<file path="src/sv/cptc_pkg.sv">
// ----------------------------------------------------------------------------
// cptc_pkg
// Shared types and constants of the countdown / pomodoro timer control block.
// ----------------------------------------------------------------------------
package cptc_pkg;

   typedef enum logic [2:0] {
      KIND_TICK         = 3'd0,
      KIND_UP           = 3'd1,
      KIND_DOWN         = 3'd2,
      KIND_CONFIRM      = 3'd3,
      KIND_LONG_UP      = 3'd4,
      KIND_LONG_DOWN    = 3'd5,
      KIND_LONG_CONFIRM = 3'd6,
      KIND_DISARM       = 3'd7
   } kind_type;

   typedef enum logic [1:0] {
      ST_IDLE  = 2'd0,
      ST_RUN   = 2'd1,
      ST_PAUSE = 2'd2,
      ST_ALERT = 2'd3
   } status_type;

   typedef enum logic [1:0] {
      MODE_NONE = 2'd0,
      MODE_CD   = 2'd1,
      MODE_POMO = 2'd2
   } mode_type;

   typedef enum logic [1:0] {
      TILE_CLOCK = 2'd0,
      TILE_CD    = 2'd1,
      TILE_POMO  = 2'd2
   } tile_type;

   typedef enum logic [1:0] {
      PH_FOCUS = 2'd0,
      PH_SHORT = 2'd1,
      PH_LONG  = 2'd2
   } phase_type;

   typedef enum logic [1:0] {
      BK_LOAD  = 2'd0,
      BK_SCALE = 2'd1,
      BK_EXEC  = 2'd2,
      BK_POST  = 2'd3
   } back_state_type;

   // which visible-state comparison sets the changed flag of a press
   typedef enum logic [1:0] {
      CMP_ALWAYS  = 2'd0,
      CMP_ALERT   = 2'd1,
      CMP_CLOCK   = 2'd2,
      CMP_GENERAL = 2'd3
   } cmp_type;

   typedef struct packed {
      kind_type    kind;
      logic        nav;
      logic        step_up;
      logic        step_big;
      logic [31:0] millis;
      logic [31:0] wall;
   } item_type;

   typedef struct packed {
      logic        changed;
      status_type  status;
      mode_type    mode;
      tile_type    tile;
      logic        in_setup;
      logic        editing;
      logic [2:0]  field;
      logic [6:0]  value;
      logic [12:0] seconds;
      phase_type   phase;
      logic [6:0]  round;
      logic        armed;
   } result_type;

   localparam logic [12:0] CD_MAX      = 13'd7200;
   localparam logic [6:0]  POMO_MIN    = 7'd1;
   localparam logic [6:0]  POMO_MAX    = 7'd99;
   localparam logic [31:0] ARM_TIMEOUT = 32'd5;
   localparam logic [31:0] WALL_MIN    = 32'd1704067200;
   localparam logic [9:0]  MS_PER_SEC  = 10'd1000;
   localparam logic [13:0] SEC_PER_HR  = 14'd3600;
   localparam logic [12:0] SEC_PER_MIN = 13'd60;
   // ceil(2^33 / 1000): exact quotient for dividends below 2^23
   localparam logic [23:0] RECIP_MS    = 24'd8589935;
   localparam logic [31:0] DIFF_LIMIT  = 32'd8192000;
   localparam logic [12:0] EL_SAT      = 13'h1FFF;

   function automatic logic [6:0] clamp_val(input logic signed [8:0] v,
                                            input logic [6:0] lo,
                                            input logic [6:0] hi);
      logic [6:0] r;
      if (v < $signed({2'b00, lo})) begin
         r = lo;
      end else if (v > $signed({2'b00, hi})) begin
         r = hi;
      end else begin
         r = v[6:0];
      end
      return r;
   endfunction

endpackage

</file>
<file path="src/sv/countdown_pomodoro_timer_control_top.sv">
// ----------------------------------------------------------------------------
// countdown_pomodoro_timer_control_top
// Button and tick driven countdown / pomodoro timer controller.
// ----------------------------------------------------------------------------
//   channel | ports  | direction | carries
//   --------+--------+-----------+-------------------------------------------
//   request | req_*  | in        | event kind, millisecond and wall seconds
//   result  | rsp_*  | out       | changed flag and the visible timer state
//
// Each item passes through four executor steps (load, scale the elapsed
// milliseconds by a reciprocal multiply, update state, realign and output);
// the executor takes a new item only once the last one has been output.
// A two-entry queue decouples request acceptance from execution; a waiting
// result stalls only the final step. Synchronous reset restores the default
// settings (0:05:00 countdown, 4 rounds of 25/5/15 minutes).
// ----------------------------------------------------------------------------
module countdown_pomodoro_timer_control_top (
   input  logic        clock,
   input  logic        reset,
   input  logic        req_valid,
   output logic        req_ready,
   input  logic [2:0]  req_kind,
   input  logic [31:0] req_now_millis,
   input  logic [31:0] req_now_wall_seconds,
   output logic        rsp_valid,
   input  logic        rsp_ready,
   output logic        rsp_changed,
   output logic [1:0]  rsp_run_status,
   output logic [1:0]  rsp_timer_mode,
   output logic [1:0]  rsp_view_tile,
   output logic        rsp_in_setup,
   output logic        rsp_editing_value,
   output logic [2:0]  rsp_selected_field,
   output logic [6:0]  rsp_field_value,
   output logic [12:0] rsp_seconds_left,
   output logic [1:0]  rsp_work_phase,
   output logic [6:0]  rsp_round_now,
   output logic        rsp_armed
);

   logic                 push_valid, push_ready, pop_valid, pop_ready;
   cptc_pkg::item_type   push_data, pop_data;
   cptc_pkg::result_type rsp_data;

   cptc_front u_front (
      .req_valid            (req_valid),
      .req_ready            (req_ready),
      .req_kind             (req_kind),
      .req_now_millis       (req_now_millis),
      .req_now_wall_seconds (req_now_wall_seconds),
      .push_valid           (push_valid),
      .push_ready           (push_ready),
      .push_data            (push_data)
   );

   cptc_queue u_queue (
      .clock      (clock),
      .reset      (reset),
      .push_valid (push_valid),
      .push_ready (push_ready),
      .push_data  (push_data),
      .pop_valid  (pop_valid),
      .pop_ready  (pop_ready),
      .pop_data   (pop_data)
   );

   cptc_back u_back (
      .clock     (clock),
      .reset     (reset),
      .pop_valid (pop_valid),
      .pop_ready (pop_ready),
      .pop_data  (pop_data),
      .rsp_valid (rsp_valid),
      .rsp_ready (rsp_ready),
      .rsp_data  (rsp_data)
   );

   assign rsp_changed        = rsp_data.changed;
   assign rsp_run_status     = rsp_data.status;
   assign rsp_timer_mode     = rsp_data.mode;
   assign rsp_view_tile      = rsp_data.tile;
   assign rsp_in_setup       = rsp_data.in_setup;
   assign rsp_editing_value  = rsp_data.editing;
   assign rsp_selected_field = rsp_data.field;
   assign rsp_field_value    = rsp_data.value;
   assign rsp_seconds_left   = rsp_data.seconds;
   assign rsp_work_phase     = rsp_data.phase;
   assign rsp_round_now      = rsp_data.round;
   assign rsp_armed          = rsp_data.armed;

   // an empty queue always has room
   a_queue_room: assert property (@(posedge clock) disable iff (reset)
      !pop_valid |-> req_ready)
      else $error("queue empty but request side not ready");

   a_run_has_time: assert property (@(posedge clock) disable iff (reset)
      (rsp_valid && (rsp_data.status == cptc_pkg::ST_RUN)) |-> (rsp_seconds_left != 13'd0))
      else $error("running result with no seconds left");

   a_mode_idle: assert property (@(posedge clock) disable iff (reset)
      (rsp_valid && (rsp_data.mode == cptc_pkg::MODE_NONE)) |->
      (rsp_data.status == cptc_pkg::ST_IDLE))
      else $error("no timer mode while not idle");

endmodule

</file>
<file path="src/sv/cptc_front.sv">
// ----------------------------------------------------------------------------
// cptc_front
// Classifies each request and hands it to the queue.
// ----------------------------------------------------------------------------
module cptc_front (
   input  logic                req_valid,
   output logic                req_ready,
   input  logic [2:0]          req_kind,
   input  logic [31:0]         req_now_millis,
   input  logic [31:0]         req_now_wall_seconds,
   output logic                push_valid,
   input  logic                push_ready,
   output cptc_pkg::item_type  push_data
);

   cptc_pkg::kind_type kind;

   always_comb begin
      kind                = cptc_pkg::kind_type'(req_kind);
      push_data.kind      = kind;
      push_data.nav       = kind inside {cptc_pkg::KIND_UP, cptc_pkg::KIND_DOWN,
                                         cptc_pkg::KIND_LONG_UP, cptc_pkg::KIND_LONG_DOWN};
      push_data.step_up   = kind inside {cptc_pkg::KIND_UP, cptc_pkg::KIND_LONG_UP};
      push_data.step_big  = kind inside {cptc_pkg::KIND_LONG_UP, cptc_pkg::KIND_LONG_DOWN};
      push_data.millis    = req_now_millis;
      push_data.wall      = req_now_wall_seconds;
      push_valid          = req_valid;
      req_ready           = push_ready;
   end

endmodule

</file>
<file path="src/sv/cptc_queue.sv">
// ----------------------------------------------------------------------------
// cptc_queue
// Two-entry queue between the classifier and the executor.
// ----------------------------------------------------------------------------
module cptc_queue (
   input  logic                clock,
   input  logic                reset,
   input  logic                push_valid,
   output logic                push_ready,
   input  cptc_pkg::item_type  push_data,
   output logic                pop_valid,
   input  logic                pop_ready,
   output cptc_pkg::item_type  pop_data
);

   cptc_pkg::item_type entry_ff [2];
   logic               wr_ptr_ff, wr_ptr_in;
   logic               rd_ptr_ff, rd_ptr_in;
   logic [1:0]         count_ff, count_in;
   logic               push, pop;

   always_comb begin
      push_ready = (count_ff != 2'd2);
      pop_valid  = (count_ff != 2'd0);
      pop_data   = entry_ff[rd_ptr_ff];
      push       = push_valid && push_ready;
      pop        = pop_valid && pop_ready;
      wr_ptr_in  = push ? ~wr_ptr_ff : wr_ptr_ff;
      rd_ptr_in  = pop ? ~rd_ptr_ff : rd_ptr_ff;
      count_in   = count_ff + {1'b0, push} - {1'b0, pop};
   end

   always_ff @(posedge clock) begin
      if (reset) begin
         wr_ptr_ff <= 1'b0;
         rd_ptr_ff <= 1'b0;
         count_ff  <= 2'd0;
      end else begin
         wr_ptr_ff <= wr_ptr_in;
         rd_ptr_ff <= rd_ptr_in;
         count_ff  <= count_in;
      end
   end

   always_ff @(posedge clock) begin
      if (push) begin
         entry_ff[wr_ptr_ff] <= push_data;
      end
   end

endmodule

</file>
<file path="src/sv/cptc_back.sv">
// ----------------------------------------------------------------------------
// cptc_back
// Executes one queued item in four steps: load, scale elapsed time,
// update timer state, realign and present the result.
// ----------------------------------------------------------------------------
module cptc_back (
   input  logic                 clock,
   input  logic                 reset,
   input  logic                 pop_valid,
   output logic                 pop_ready,
   input  cptc_pkg::item_type   pop_data,
   output logic                 rsp_valid,
   input  logic                 rsp_ready,
   output cptc_pkg::result_type rsp_data
);

   cptc_pkg::back_state_type state_ff, state_in;
   cptc_pkg::item_type       item_ff, item_in;
   logic [46:0]              prod_ff, prod_in;
   logic                     neg_ff, neg_in, big_ff, big_in;
   logic [12:0]              el_ff, el_in;
   logic [22:0]              elk_ff, elk_in;
   logic                     el_pos_ff, el_pos_in;
   logic                     chg_ff, chg_in;

   cptc_pkg::status_type     status_ff, status_in;
   cptc_pkg::mode_type       mode_ff, mode_in;
   cptc_pkg::tile_type       tile_ff, tile_in;
   cptc_pkg::phase_type      phase_ff, phase_in;
   logic                     setup_ff, setup_in, edit_ff, edit_in;
   logic [2:0]               field_ff, field_in;
   logic                     arm_ff, arm_in;
   logic [31:0]              armed_at_ff, armed_at_in;
   logic [12:0]              remain_ff, remain_in;
   logic [31:0]              last_tick_ff, last_tick_in;
   logic [1:0]               cd_h_ff, cd_h_in;
   logic [5:0]               cd_m_ff, cd_m_in, cd_s_ff, cd_s_in;
   logic [12:0]              cd_total_ff, cd_total_in;
   logic [6:0]               rounds_ff, rounds_in, focus_ff, focus_in;
   logic [6:0]               brk_ff, brk_in, lbrk_ff, lbrk_in;
   logic [6:0]               round_ff, round_in;
   logic [32:0]              phase_end_ff, phase_end_in;
   logic                     rsp_valid_ff, rsp_valid_in;
   cptc_pkg::result_type     rsp_ff, rsp_in;

   always_comb begin
      logic [32:0]          diff;
      logic                 chg, halt_req, clock_req, phase_req, adv_req, active, last;
      cptc_pkg::cmp_type    cmp;
      logic [2:0]           n;
      logic signed [8:0]    amt;
      logic signed [4:0]    fnext;
      logic [13:0]          tot;
      logic [33:0]          expect_v;
      logic                 rt, out_free;
      logic [6:0]           fv;

      state_in     = state_ff;
      item_in      = item_ff;
      prod_in      = prod_ff;
      neg_in       = neg_ff;
      big_in       = big_ff;
      el_in        = el_ff;
      elk_in       = elk_ff;
      el_pos_in    = el_pos_ff;
      chg_in       = chg_ff;
      status_in    = status_ff;
      mode_in      = mode_ff;
      tile_in      = tile_ff;
      phase_in     = phase_ff;
      setup_in     = setup_ff;
      edit_in      = edit_ff;
      field_in     = field_ff;
      arm_in       = arm_ff;
      armed_at_in  = armed_at_ff;
      remain_in    = remain_ff;
      last_tick_in = last_tick_ff;
      cd_h_in      = cd_h_ff;
      cd_m_in      = cd_m_ff;
      cd_s_in      = cd_s_ff;
      cd_total_in  = cd_total_ff;
      rounds_in    = rounds_ff;
      focus_in     = focus_ff;
      brk_in       = brk_ff;
      lbrk_in      = lbrk_ff;
      round_in     = round_ff;
      phase_end_in = phase_end_ff;
      rsp_in       = rsp_ff;
      rsp_valid_in = rsp_valid_ff && !rsp_ready;
      pop_ready    = (state_ff == cptc_pkg::BK_LOAD);

      diff     = {1'b0, pop_data.millis} - {1'b0, last_tick_ff};
      chg      = 1'b0;
      halt_req = 1'b0;
      clock_req = 1'b0;
      phase_req = 1'b0;
      adv_req  = 1'b0;
      last     = 1'b0;
      cmp      = cptc_pkg::CMP_ALWAYS;
      active   = (mode_ff != cptc_pkg::MODE_NONE) && (status_ff != cptc_pkg::ST_IDLE);
      n        = (tile_ff == cptc_pkg::TILE_CD) ? 3'd3 :
                 (tile_ff == cptc_pkg::TILE_POMO) ? 3'd4 : 3'd0;
      amt      = item_ff.step_big ? 9'sd5 : 9'sd1;
      if (!item_ff.step_up) begin
         amt = -amt;
      end
      fnext    = $signed({2'b00, field_ff}) + (item_ff.step_up ? 5'sd1 : -5'sd1);
      tot      = 14'd0;
      expect_v = {1'b0, item_ff.wall} + {21'd0, remain_ff};
      rt       = 1'b0;
      out_free = !rsp_valid_ff || rsp_ready;
      fv       = 7'd0;

      case (state_ff)
         cptc_pkg::BK_LOAD: begin
            if (pop_valid) begin
               item_in  = pop_data;
               prod_in  = diff[22:0] * cptc_pkg::RECIP_MS;
               neg_in   = diff[32];
               big_in   = !diff[32] && (diff[31:0] >= cptc_pkg::DIFF_LIMIT);
               state_in = cptc_pkg::BK_SCALE;
            end
         end
         cptc_pkg::BK_SCALE: begin
            // saturated elapsed seconds always empty the phase
            el_in     = big_ff ? cptc_pkg::EL_SAT : prod_ff[45:33];
            elk_in    = el_in * cptc_pkg::MS_PER_SEC;
            el_pos_in = !neg_ff && (big_ff || (prod_ff[45:33] != 13'd0));
            state_in  = cptc_pkg::BK_EXEC;
         end
         cptc_pkg::BK_EXEC: begin
            case (item_ff.kind)
               cptc_pkg::KIND_TICK: begin
                  if (arm_ff && (armed_at_ff != 32'd0) && (item_ff.wall >= armed_at_ff) &&
                      ((item_ff.wall - armed_at_ff) >= cptc_pkg::ARM_TIMEOUT)) begin
                     arm_in      = 1'b0;
                     armed_at_in = 32'd0;
                     chg         = 1'b1;
                  end
                  if (status_ff == cptc_pkg::ST_RUN) begin
                     if (last_tick_ff == 32'd0) begin
                        last_tick_in = item_ff.millis;
                     end else if (el_pos_ff) begin
                        last_tick_in = last_tick_ff + {9'd0, elk_ff};
                        remain_in    = (el_ff >= remain_ff) ? 13'd0 : remain_ff - el_ff;
                        chg          = 1'b1;
                        if (remain_in == 13'd0) begin
                           status_in = cptc_pkg::ST_ALERT;
                           if (mode_ff != cptc_pkg::MODE_NONE) begin
                              tile_in = (mode_ff == cptc_pkg::MODE_POMO) ?
                                        cptc_pkg::TILE_POMO : cptc_pkg::TILE_CD;
                           end
                           setup_in    = 1'b0;
                           edit_in     = 1'b0;
                           arm_in      = 1'b0;
                           armed_at_in = 32'd0;
                        end
                     end
                  end
               end
               cptc_pkg::KIND_DISARM: begin
                  chg         = arm_ff;
                  arm_in      = 1'b0;
                  armed_at_in = 32'd0;
               end
               default: begin
                  if (item_ff.kind == cptc_pkg::KIND_LONG_CONFIRM) begin
                     if (status_ff != cptc_pkg::ST_IDLE) halt_req = 1'b1;
                     else clock_req = 1'b1;
                     chg = 1'b1;
                  end else if (active && (tile_ff == cptc_pkg::TILE_CLOCK) &&
                               (item_ff.kind inside {cptc_pkg::KIND_UP, cptc_pkg::KIND_DOWN,
                                                     cptc_pkg::KIND_CONFIRM})) begin
                     tile_in     = (mode_ff == cptc_pkg::MODE_POMO) ?
                                   cptc_pkg::TILE_POMO : cptc_pkg::TILE_CD;
                     setup_in    = 1'b0;
                     edit_in     = 1'b0;
                     arm_in      = 1'b0;
                     armed_at_in = 32'd0;
                     chg         = 1'b1;
                  end else if (status_ff == cptc_pkg::ST_ALERT) begin
                     cmp = cptc_pkg::CMP_ALERT;
                     if (item_ff.kind == cptc_pkg::KIND_CONFIRM) begin
                        if (!arm_ff) begin
                           arm_in      = 1'b1;
                           armed_at_in = item_ff.wall;
                        end else if (mode_ff == cptc_pkg::MODE_POMO) begin
                           arm_in      = 1'b0;
                           armed_at_in = 32'd0;
                           status_in   = cptc_pkg::ST_RUN;
                           adv_req     = 1'b1;
                        end else begin
                           halt_req = 1'b1;
                        end
                     end else if (arm_ff) begin
                        arm_in      = 1'b0;
                        armed_at_in = 32'd0;
                     end
                  end else if ((item_ff.kind == cptc_pkg::KIND_LONG_DOWN) &&
                               ((status_ff == cptc_pkg::ST_RUN) ||
                                (status_ff == cptc_pkg::ST_PAUSE))) begin
                     halt_req = 1'b1;
                     chg      = 1'b1;
                  end else if (tile_ff == cptc_pkg::TILE_CLOCK) begin
                     cmp = cptc_pkg::CMP_CLOCK;
                     if ((item_ff.kind == cptc_pkg::KIND_UP) ||
                         (item_ff.kind == cptc_pkg::KIND_DOWN)) begin
                        tile_in = (item_ff.kind == cptc_pkg::KIND_UP) ?
                                  cptc_pkg::TILE_CD : cptc_pkg::TILE_POMO;
                        if (status_ff == cptc_pkg::ST_IDLE) begin
                           setup_in    = 1'b1;
                           edit_in     = 1'b0;
                           field_in    = 3'd0;
                           arm_in      = 1'b0;
                           armed_at_in = 32'd0;
                        end
                     end
                  end else if (setup_ff) begin
                     chg = 1'b1;
                     if (item_ff.nav) begin
                        if (edit_ff) begin
                           if (tile_ff == cptc_pkg::TILE_CD) begin
                              case (field_ff)
                                 3'd0: cd_h_in = 2'(cptc_pkg::clamp_val(
                                          $signed({7'd0, cd_h_ff}) + amt, 7'd0, 7'd2));
                                 3'd1: cd_m_in = 6'(cptc_pkg::clamp_val(
                                          $signed({3'd0, cd_m_ff}) + amt, 7'd0, 7'd59));
                                 3'd2: cd_s_in = 6'(cptc_pkg::clamp_val(
                                          $signed({3'd0, cd_s_ff}) + amt, 7'd0, 7'd59));
                                 default: ;
                              endcase
                              tot = 14'(cd_h_in) * cptc_pkg::SEC_PER_HR +
                                    14'(cd_m_in) * 14'(cptc_pkg::SEC_PER_MIN) + 14'(cd_s_in);
                              // fields in range: only the two clamp ends renormalize
                              if (tot > 14'(cptc_pkg::CD_MAX)) begin
                                 cd_h_in     = 2'd2;
                                 cd_m_in     = 6'd0;
                                 cd_s_in     = 6'd0;
                                 cd_total_in = cptc_pkg::CD_MAX;
                              end else if (tot == 14'd0) begin
                                 cd_h_in     = 2'd0;
                                 cd_m_in     = 6'd0;
                                 cd_s_in     = 6'd1;
                                 cd_total_in = 13'd1;
                              end else begin
                                 cd_total_in = tot[12:0];
                              end
                           end else if (tile_ff == cptc_pkg::TILE_POMO) begin
                              case (field_ff)
                                 3'd0: rounds_in = cptc_pkg::clamp_val($signed({2'd0, rounds_ff})
                                          + amt, cptc_pkg::POMO_MIN, cptc_pkg::POMO_MAX);
                                 3'd1: focus_in = cptc_pkg::clamp_val($signed({2'd0, focus_ff})
                                          + amt, cptc_pkg::POMO_MIN, cptc_pkg::POMO_MAX);
                                 3'd2: brk_in = cptc_pkg::clamp_val($signed({2'd0, brk_ff})
                                          + amt, cptc_pkg::POMO_MIN, cptc_pkg::POMO_MAX);
                                 3'd3: lbrk_in = cptc_pkg::clamp_val($signed({2'd0, lbrk_ff})
                                          + amt, cptc_pkg::POMO_MIN, cptc_pkg::POMO_MAX);
                                 default: ;
                              endcase
                           end
                        end else if (n == 3'd0) begin
                           field_in = 3'd0;
                        end else if (fnext < 5'sd0) begin
                           field_in = n + 3'd1;
                        end else if (fnext > $signed({2'b00, n + 3'd1})) begin
                           field_in = 3'd0;
                        end else begin
                           field_in = fnext[2:0];
                        end
                     end else if (item_ff.kind == cptc_pkg::KIND_CONFIRM) begin
                        if (edit_ff) begin
                           edit_in = 1'b0;
                        end else if (field_ff < n) begin
                           edit_in = 1'b1;
                        end else if (field_ff == n) begin
                           if (tile_ff == cptc_pkg::TILE_CD) begin
                              mode_in   = cptc_pkg::MODE_CD;
                              remain_in = cd_total_ff;
                           end else begin
                              mode_in   = cptc_pkg::MODE_POMO;
                              phase_in  = cptc_pkg::PH_FOCUS;
                              round_in  = 7'd1;
                              remain_in = 13'(focus_ff) * cptc_pkg::SEC_PER_MIN;
                           end
                           status_in = cptc_pkg::ST_RUN;
                           setup_in  = 1'b0;
                           edit_in   = 1'b0;
                           field_in  = 3'd0;
                           phase_req = 1'b1;
                        end else if (field_ff == n + 3'd1) begin
                           clock_req = 1'b1;
                        end
                     end
                  end else if (arm_ff && item_ff.nav) begin
                     arm_in      = 1'b0;
                     armed_at_in = 32'd0;
                     chg         = 1'b1;
                  end else begin
                     cmp = cptc_pkg::CMP_GENERAL;
                     if (item_ff.kind == cptc_pkg::KIND_CONFIRM) begin
                        if (status_ff == cptc_pkg::ST_IDLE) begin
                           setup_in    = 1'b1;
                           edit_in     = 1'b0;
                           field_in    = 3'd0;
                           arm_in      = 1'b0;
                           armed_at_in = 32'd0;
                        end else if (!arm_ff) begin
                           arm_in      = 1'b1;
                           armed_at_in = item_ff.wall;
                        end else begin
                           arm_in      = 1'b0;
                           armed_at_in = 32'd0;
                           if (status_ff == cptc_pkg::ST_PAUSE) begin
                              status_in = cptc_pkg::ST_RUN;
                              phase_req = 1'b1;
                           end else if (status_ff == cptc_pkg::ST_RUN) begin
                              if ((mode_ff != cptc_pkg::MODE_POMO) ||
                                  (phase_ff == cptc_pkg::PH_FOCUS)) begin
                                 status_in = cptc_pkg::ST_PAUSE;
                              end else if (phase_ff == cptc_pkg::PH_LONG) begin
                                 halt_req = 1'b1;
                              end else begin
                                 adv_req = 1'b1;
                              end
                           end
                        end
                     end else if ((tile_ff == cptc_pkg::TILE_CD) &&
                                  (item_ff.kind == cptc_pkg::KIND_DOWN)) begin
                        clock_req = 1'b1;
                     end else if ((tile_ff == cptc_pkg::TILE_POMO) &&
                                  (item_ff.kind == cptc_pkg::KIND_UP)) begin
                        clock_req = 1'b1;
                     end
                  end
               end
            endcase

            // advance the pomodoro to its next phase
            if (adv_req) begin
               last = (round_ff >= rounds_ff);
               if (phase_ff == cptc_pkg::PH_FOCUS) begin
                  phase_in  = last ? cptc_pkg::PH_LONG : cptc_pkg::PH_SHORT;
                  remain_in = 13'(last ? lbrk_ff : brk_ff) * cptc_pkg::SEC_PER_MIN;
                  phase_req = 1'b1;
               end else if (last) begin
                  halt_req = 1'b1;
               end else begin
                  round_in  = round_ff + 7'd1;
                  phase_in  = cptc_pkg::PH_FOCUS;
                  remain_in = 13'(focus_ff) * cptc_pkg::SEC_PER_MIN;
                  phase_req = 1'b1;
               end
            end
            if (phase_req) begin
               phase_end_in = {1'b0, item_ff.wall} + {20'd0, remain_in};
               last_tick_in = 32'd0;
               arm_in       = 1'b0;
               armed_at_in  = 32'd0;
            end
            if (halt_req) begin
               status_in    = cptc_pkg::ST_IDLE;
               mode_in      = cptc_pkg::MODE_NONE;
               remain_in    = 13'd0;
               last_tick_in = 32'd0;
               phase_end_in = 33'd0;
               clock_req    = 1'b1;
            end
            if (clock_req) begin
               tile_in     = cptc_pkg::TILE_CLOCK;
               setup_in    = 1'b0;
               edit_in     = 1'b0;
               field_in    = 3'd0;
               arm_in      = 1'b0;
               armed_at_in = 32'd0;
               if ((status_in != cptc_pkg::ST_RUN) && (status_in != cptc_pkg::ST_PAUSE)) begin
                  status_in = cptc_pkg::ST_IDLE;
                  mode_in   = cptc_pkg::MODE_NONE;
                  remain_in = 13'd0;
               end
            end

            case (cmp)
               cptc_pkg::CMP_ALERT:
                  chg_in = (arm_in != arm_ff) || (status_in != status_ff) ||
                           (mode_in != mode_ff) || (phase_in != phase_ff);
               cptc_pkg::CMP_CLOCK:
                  chg_in = (tile_in != tile_ff) || (setup_in != setup_ff);
               cptc_pkg::CMP_GENERAL:
                  chg_in = (tile_in != tile_ff) || (status_in != status_ff) ||
                           (setup_in != setup_ff) || (edit_in != edit_ff) ||
                           (field_in != field_ff) || (remain_in != remain_ff) ||
                           (arm_in != arm_ff);
               default:
                  chg_in = chg;
            endcase
            state_in = cptc_pkg::BK_POST;
         end
         cptc_pkg::BK_POST: begin
            if (out_free) begin
               // keep the phase end in line with the wall clock while running
               if ((item_ff.kind == cptc_pkg::KIND_TICK) &&
                   (item_ff.wall >= cptc_pkg::WALL_MIN) &&
                   (status_ff == cptc_pkg::ST_RUN) && (remain_ff != 13'd0)) begin
                  if (phase_end_ff < {1'b0, cptc_pkg::WALL_MIN}) begin
                     rt = 1'b1;
                  end else if ((expect_v > ({1'b0, phase_end_ff} + 34'd2)) ||
                               ({1'b0, phase_end_ff} > (expect_v + 34'd2))) begin
                     rt = 1'b1;
                  end
               end
               if (rt) begin
                  phase_end_in = expect_v[32:0];
               end
               if (tile_ff == cptc_pkg::TILE_CD) begin
                  case (field_ff)
                     3'd0: fv = {5'd0, cd_h_ff};
                     3'd1: fv = {1'b0, cd_m_ff};
                     3'd2: fv = {1'b0, cd_s_ff};
                     default: fv = 7'd0;
                  endcase
               end else if (tile_ff == cptc_pkg::TILE_POMO) begin
                  case (field_ff)
                     3'd0: fv = rounds_ff;
                     3'd1: fv = focus_ff;
                     3'd2: fv = brk_ff;
                     3'd3: fv = lbrk_ff;
                     default: fv = 7'd0;
                  endcase
               end
               rsp_in.changed  = chg_ff || rt;
               rsp_in.status   = status_ff;
               rsp_in.mode     = mode_ff;
               rsp_in.tile     = tile_ff;
               rsp_in.in_setup = setup_ff;
               rsp_in.editing  = setup_ff && edit_ff;
               rsp_in.field    = field_ff;
               rsp_in.value    = fv;
               rsp_in.seconds  = remain_ff;
               rsp_in.phase    = phase_ff;
               rsp_in.round    = round_ff;
               rsp_in.armed    = arm_ff;
               rsp_valid_in    = 1'b1;
               state_in        = cptc_pkg::BK_LOAD;
            end
         end
         default: state_in = cptc_pkg::BK_LOAD;
      endcase
   end

   always_ff @(posedge clock) begin
      if (reset) begin
         state_ff     <= cptc_pkg::BK_LOAD;
         rsp_valid_ff <= 1'b0;
         status_ff    <= cptc_pkg::ST_IDLE;
         mode_ff      <= cptc_pkg::MODE_NONE;
         tile_ff      <= cptc_pkg::TILE_CLOCK;
         phase_ff     <= cptc_pkg::PH_FOCUS;
         setup_ff     <= 1'b0;
         edit_ff      <= 1'b0;
         field_ff     <= 3'd0;
         arm_ff       <= 1'b0;
         armed_at_ff  <= 32'd0;
         remain_ff    <= 13'd0;
         last_tick_ff <= 32'd0;
         cd_h_ff      <= 2'd0;
         cd_m_ff      <= 6'd5;
         cd_s_ff      <= 6'd0;
         cd_total_ff  <= 13'd300;
         rounds_ff    <= 7'd4;
         focus_ff     <= 7'd25;
         brk_ff       <= 7'd5;
         lbrk_ff      <= 7'd15;
         round_ff     <= 7'd1;
         phase_end_ff <= 33'd0;
      end else begin
         state_ff     <= state_in;
         rsp_valid_ff <= rsp_valid_in;
         status_ff    <= status_in;
         mode_ff      <= mode_in;
         tile_ff      <= tile_in;
         phase_ff     <= phase_in;
         setup_ff     <= setup_in;
         edit_ff      <= edit_in;
         field_ff     <= field_in;
         arm_ff       <= arm_in;
         armed_at_ff  <= armed_at_in;
         remain_ff    <= remain_in;
         last_tick_ff <= last_tick_in;
         cd_h_ff      <= cd_h_in;
         cd_m_ff      <= cd_m_in;
         cd_s_ff      <= cd_s_in;
         cd_total_ff  <= cd_total_in;
         rounds_ff    <= rounds_in;
         focus_ff     <= focus_in;
         brk_ff       <= brk_in;
         lbrk_ff      <= lbrk_in;
         round_ff     <= round_in;
         phase_end_ff <= phase_end_in;
      end
   end

   always_ff @(posedge clock) begin
      item_ff   <= item_in;
      prod_ff   <= prod_in;
      neg_ff    <= neg_in;
      big_ff    <= big_in;
      el_ff     <= el_in;
      elk_ff    <= elk_in;
      el_pos_ff <= el_pos_in;
      chg_ff    <= chg_in;
      rsp_ff    <= rsp_in;
   end

   assign rsp_valid = rsp_valid_ff;
   assign rsp_data  = rsp_ff;

endmodule

</file>
<file path="config.mk">
export PLATFORM = sky130hd
export DESIGN_NAME = countdown_pomodoro_timer_control_top
export DESIGN_NICKNAME = d
export VERILOG_FILES = /design/src/sv/cptc_pkg.sv /design/src/sv/countdown_pomodoro_timer_control_top.sv /design/src/sv/cptc_front.sv /design/src/sv/cptc_queue.sv /design/src/sv/cptc_back.sv
export SDC_FILE = /design/constraint.sdc
export NUM_CORES = 2
export LEC_CHECK = 0
export ABC_AREA = 0
export BUFFER_PORTS_ARGS = -buffer_cell sky130_fd_sc_hd__buf_2
export CAP_MARGIN = 20
export CELL_PAD_IN_SITES_DETAIL_PLACEMENT = 0
export CELL_PAD_IN_SITES_GLOBAL_PLACEMENT = 1
export CORE_MARGIN = 10
export CORE_UTILIZATION = 30
export CTS_CLUSTER_DIAMETER = 60
export CTS_CLUSTER_SIZE = 14
export DETAILED_ROUTE_END_ITERATION = 8
export HOLD_SLACK_MARGIN = 0.06
export PLACE_DENSITY_LB_ADDON = 0.05
export SYNTH_ARGS = -nofsm -noshare
export SYNTH_HDL_FRONTEND = slang
export SYNTH_SLANG_ARGS = --single-unit
</file>
<file path="constraint.sdc">
create_clock -name clock -period 10.55 [get_ports clock]
set_input_delay 1.055 -clock clock [delete_from_list [all_inputs] [get_ports clock]]
set_output_delay 1.055 -clock clock [all_outputs]
set_load 0.05 [all_outputs]
</file>
# Yosys cells after proc, flatten, opt, wreduce, memory -nomap -nowiden

Memory sizes are Yosys's and may differ from the RTL's. A register that Yosys moved wholly into a read port is not among the register bits.
Cells that the tools add are included.

Add/subtract/negate cells: 23
$mul: 6
Magnitude comparators: 27
Equality and inequality tests: 52
Multiplexer cells: 435
Bitwise operators: 9
Reduce and logical (&&, ||, !) cells: 78

Operators with widths:

| operator               | number |
|---|---|
| $mux 32                | 29 |
| $mux 13                | 27 |
| $mux 2                 | 107 |
| $mux 6                 | 32 |
| $mux 7                 | 27 |
| $mux 1                 | 169 |
| $mux 33                | 4 |
| $mux 3                 | 25 |
| $add 32x13->33         | 2 |
| $pmux 33 s2            | 1 |
| $pmux 32 s2            | 1 |
| $reduce_and 13->1      | 4 |
| $mul 23x24->46 const B | 1 |
| $add 8x9->9            | 4 |
| $gt 9x8->1 const B     | 4 |
| $lt 9x2->1 const B     | 4 |
| $add 33x2->34 const B  | 1 |
| $add 34x2->34 const B  | 1 |
| $gt 33x34->1           | 1 |
| $gt 34x34->1           | 1 |
| $lt 33x31->1 const B   | 1 |
| $sub 32x32->33         | 1 |
| $add 32x23->32         | 1 |
| $ge 32x23->1 const B   | 1 |
| 76 further kinds       | 181 |

Bits in registers: 388
Bits in writable memories: 140
Input bits: 71
Output and inout bits: 44
Logic and storage cells: 682
Memories: 1

Memory list:

| memory           | depth | width | read ports | clocked after Yosys merged registers in | write ports | line             | text |
|---|---|---|---|---|---|---|---|
| u_queue.entry_ff | 2     | 70    | 1          | 1                                       | 1           | cptc_queue.sv:16 | `cptc_pkg::item_type entry_ff [2];` |

# Logic depth before layout (Yosys ltp)

Depth after elaboration: 35
Mapped depth: 41
Gate-level depth less buffers: 39

# Hierarchy

A second synthesis with hierarchy kept.

Cell total of the unflattened synthesis: 4974
Area, all modules: 47614.4 µm²

Modules (own cells, without submodules):

| module     | times used | cells each | area an instance (µm²) | sequential area each (µm²) |
|---|---|---|---|---|
| cptc_back  | 1          | 4658       | 41426.0                | 8548.2 |
| cptc_queue | 1          | 242        | 5639.2                 | 4304.1 |
| cptc_front | 1          | 74         | 549.3                  | 0.0 |

# Worst setup path before layout

Ideal clock, no wire load.

Path type: register to register
From: register (tool-made name)
To: register u_back.prod_ff[45], data pin
Setup time: 0.258 ns
Arrival: 9.567 ns
Data required time: 10.292 ns
Path slack: 0.725 ns
Cell stages (with the launch flop): 39
Cells stage by stage: dfxtp_1 clkbuf_1 clkbuf_1 mux2_2 ha_1 o21a_1 o31a_1 o21ai_1 a2111oi_0 o31a_1 a211oi_1 o22ai_1 nor2_1 xnor2_1 inv_1 fa_1 inv_1 fa_1 (+3 left out) fa_1 inv_1 fa_1 inv_1 fa_1 ha_1 nand4_1 nor3_1 o31ai_1 o221ai_1 o2111ai_1 a311oi_1 o31ai_1 nand3_1 a31oi_1 o21bai_1 a21o_1 xnor2_1

RTL lines:

| element              | line             | text |
|---|---|---|
| to (signal assigned) | cptc_back.sv:504 | `prod_ff <= prod_in;` |
| to (decl)            | cptc_back.sv:19  | `logic [46:0] prod_ff, prod_in;` |

==> reports/results.txt <==
Outcome -> completed
Fin area -> 0.0521 mm2
Fmax -> 0.100 GHz
Total wire length -> 160 mm
Initial antenna violation count -> 8
Mapped Area -> 0.0461 mm2
Relative slew slack -> 0.281
Max Slew Vio Count -> 0
Met2 global-route usage -> 0.309
Vias in the first global route -> 37452
Global-route wire length before repair -> 242 mm
Worst skew pair latency -> 700 ps
Post-synth top area cell -> edfxtp_1
Setup crit end kind -> flop
Area after DPL -> 0.0494 mm2
Clock root cell -> clkbuf_16
# setup viols final -> 0
GRT met3 Usage -> 0.0199
Layout Utilization -> 0.342
Synth area leaders -> edfxtp_1, ha_1, fa_1
Largest net degree at the start of global routing -> 51
Layout cell share with drive strength beyond 1 -> 0.103
Met1 GRT Util -> 0.258
Yosys warnings -> 0
Period minus WS final -> 9990 ps
Setup TNS -> 0 ps
Final hold violation count -> 0
Top cells by count, synth -> inv_1, ha_1, nor2_1, edfxtp_1, a21oi_1
Synth Register Bits -> 492
Tcrit/Tclk final -> 0.947
Top cell type's share of synthesized area -> 0.195
Ports -> 115
DR DRC count -> 0
Via count -> 36512
Max-Cap Viols -> 0
Total CTS buffers -> 76
Most numerous cell on the critical path -> fa_1
Die height -> 412 um
Die footprint -> 0.170 mm2
Initial Util -> 0.303
Distinct cells, synth -> 113
GRT busiest layer -> met2
Slew @ Worst Pin -> 1070 ps
Via-to-Cell Ratio -> 5.11
Clk buf depth -> 3
First-iteration detailed-routing DRC count -> 2068
Routability Congestion -> 0.819
Max stage delay cell, worst path -> fa_1
Count leader, synth -> inv_1
HP Class -> reg2reg
Sink Count -> 492
Required @ worst endpoint -> 10980 ps
Async SR Flop Fraction -> 0
Area delta synth->final -> 13.1%
Global Route Usage Sum -> 0.186
DRT antenna net count -> 0
H-tree levels -> 3
Synthesized Nets -> 5846
WP buf/inv -> 7
Setup CP Type -> reg2reg
Core region area -> 0.152 mm2
DRT Pass-1 Iters -> 6
CTS tree -> yes
Gate Count Post-Synth -> 4912
Global route overflow -> 0
Dominant synthesized flop cell -> edfxtp_1
I/O Buffers -> 114
Worst endpoint data arrival time -> 10410 ps
CP delay by family, top -> adder cells
Worst path max stage delay -> 590 ps
Seq/Total Area, Yosys -> 0.279
Routed len/inst -> 22.5 um
Row cnt -> 143
Worst-path clk slew -> 60 ps
Critical Path Start Type -> flop
Detailed Place HPWL -> 128 mm
Die X -> 412 um
Crit Path Max Fanout -> 7
Mean Syn Cell Area -> 9.39 um2
Hold Crit Start -> u_back.cd_total_ff[7]
Post-synth EDFFs -> 300
Final nets -> 5984
Clock skew -> 48.9 ps
[worst paths after layout]
kind                      endpoint  slack [ps]  cells past startpoint
max             u_back.prod_ff[45]         560                     38
max reg2reg     u_back.prod_ff[45]         560                     38
min          u_back.cd_total_ff[7]         490                      1
min reg2reg  u_back.cd_total_ff[7]         490                      1
[cell type report]
type,instances,area [um2]
antenna,2,5.00
sequential,492,12900
fill,15787,100000
inverter,647,2430
tap,2030,2540
clock inverter,56,618
multi-input combinational,3632,30400
timing repair buffer,201,1250
clock buffer,86,1990
[state kept, by name, indices dropped and copies added, names as in the netlist, 7 cells and up, named ones only]
signal and count:
u_back.round_ff 7, u_back.el_ff 13, u_back.phase_end_ff 33, u_back.rsp_data 42
u_back.cd_total_ff 13, u_back.elk_ff 18, u_back.brk_ff 7, u_back.remain_ff 13
u_back.lbrk_ff 7, u_back.armed_at_ff 32, u_back.prod_ff 13, u_back.item_ff 70
u_back.focus_ff 7, u_back.rounds_ff 7, u_back.last_tick_ff 32, u_queue.entry_ff 140
[cell families after synthesis]
| group | after synthesis | synth area share |
|---|---|---|
| compound gates | 1150 | 0.171 |
| flops | 492 | 0.279 |
| xor+xnor | 263 | 0.0504 |
| mux | 113 | 0.0265 |
| buf+inv | 788 | 0.0652 |
| fa+ha+maj | 863 | 0.275 |
| simple gates | 1243 | 0.134 |
[worst reg2reg max path: cells and delay by family (launching register included)]
family                   cells  cell delay [ps]
multiplexers                 1              370
buffers and inverters        7              750
XOR/XNOR                     2              270
adder cells (fa/ha/maj)      9             4340
flip-flops                   1              450
AND/OR/NAND/NOR              4              500
AO/OA/AOI/OAI               15             3020
[what timing repair did]
item / in CTS / in global routing
buffers inserted: 0 / 4
cloned: 0 / 0
hold buffers: 0 / 0
pin swaps: 0 / 3
setup endpoints to repair: 1 / 9
resized for setup: 1 / 16
[placed cells by master, fill, tap and decap left out, drive strengths merged, types with 46 or more instances in the layout]
cell / instances
inv: 672
ha: 615
nor2: 367
edfxtp: 300
a21oi: 286
fa: 248
nand2: 242
buf: 201
o21ai: 194
dfxtp: 192
xnor2: 175
nor3: 133
nand3: 102
a21o: 98
xor2: 88
clkbuf: 86
mux2: 74
nand4: 56
o21bai: 54
nor2b: 54
a22oi: 53
a211oi: 53
a22o: 48
nand2b: 47
nor4: 46
[through the flow]
step | setup slack (ps) | hold WS (ps) | std cells
2_1_floorplan | 725 | 403 | 4912
3_3_place_gp | 45.7 | 471 | 6994
3_5_place_dp | -29.3 | 474 | 6998
4_1_cts | 29.0 | 483 | 7140
5_1_grt | -10.3 | 510 | 7145
6_report | 561 | 493 | 7146
[layer usage]
layer / wire (um) / up-vias / share of wire
met5: 0 / - / 0
met4: 2820 / 0 / 0.018
met3: 5010 / 129 / 0.031
met2: 74600 / 561 / 0.47
met1: 78000 / 17982 / 0.49
li1: - / 17840 / -
Power is not shown: default switching activity piles up to over one toggle a cycle in this logic, so the estimate is an artifact.
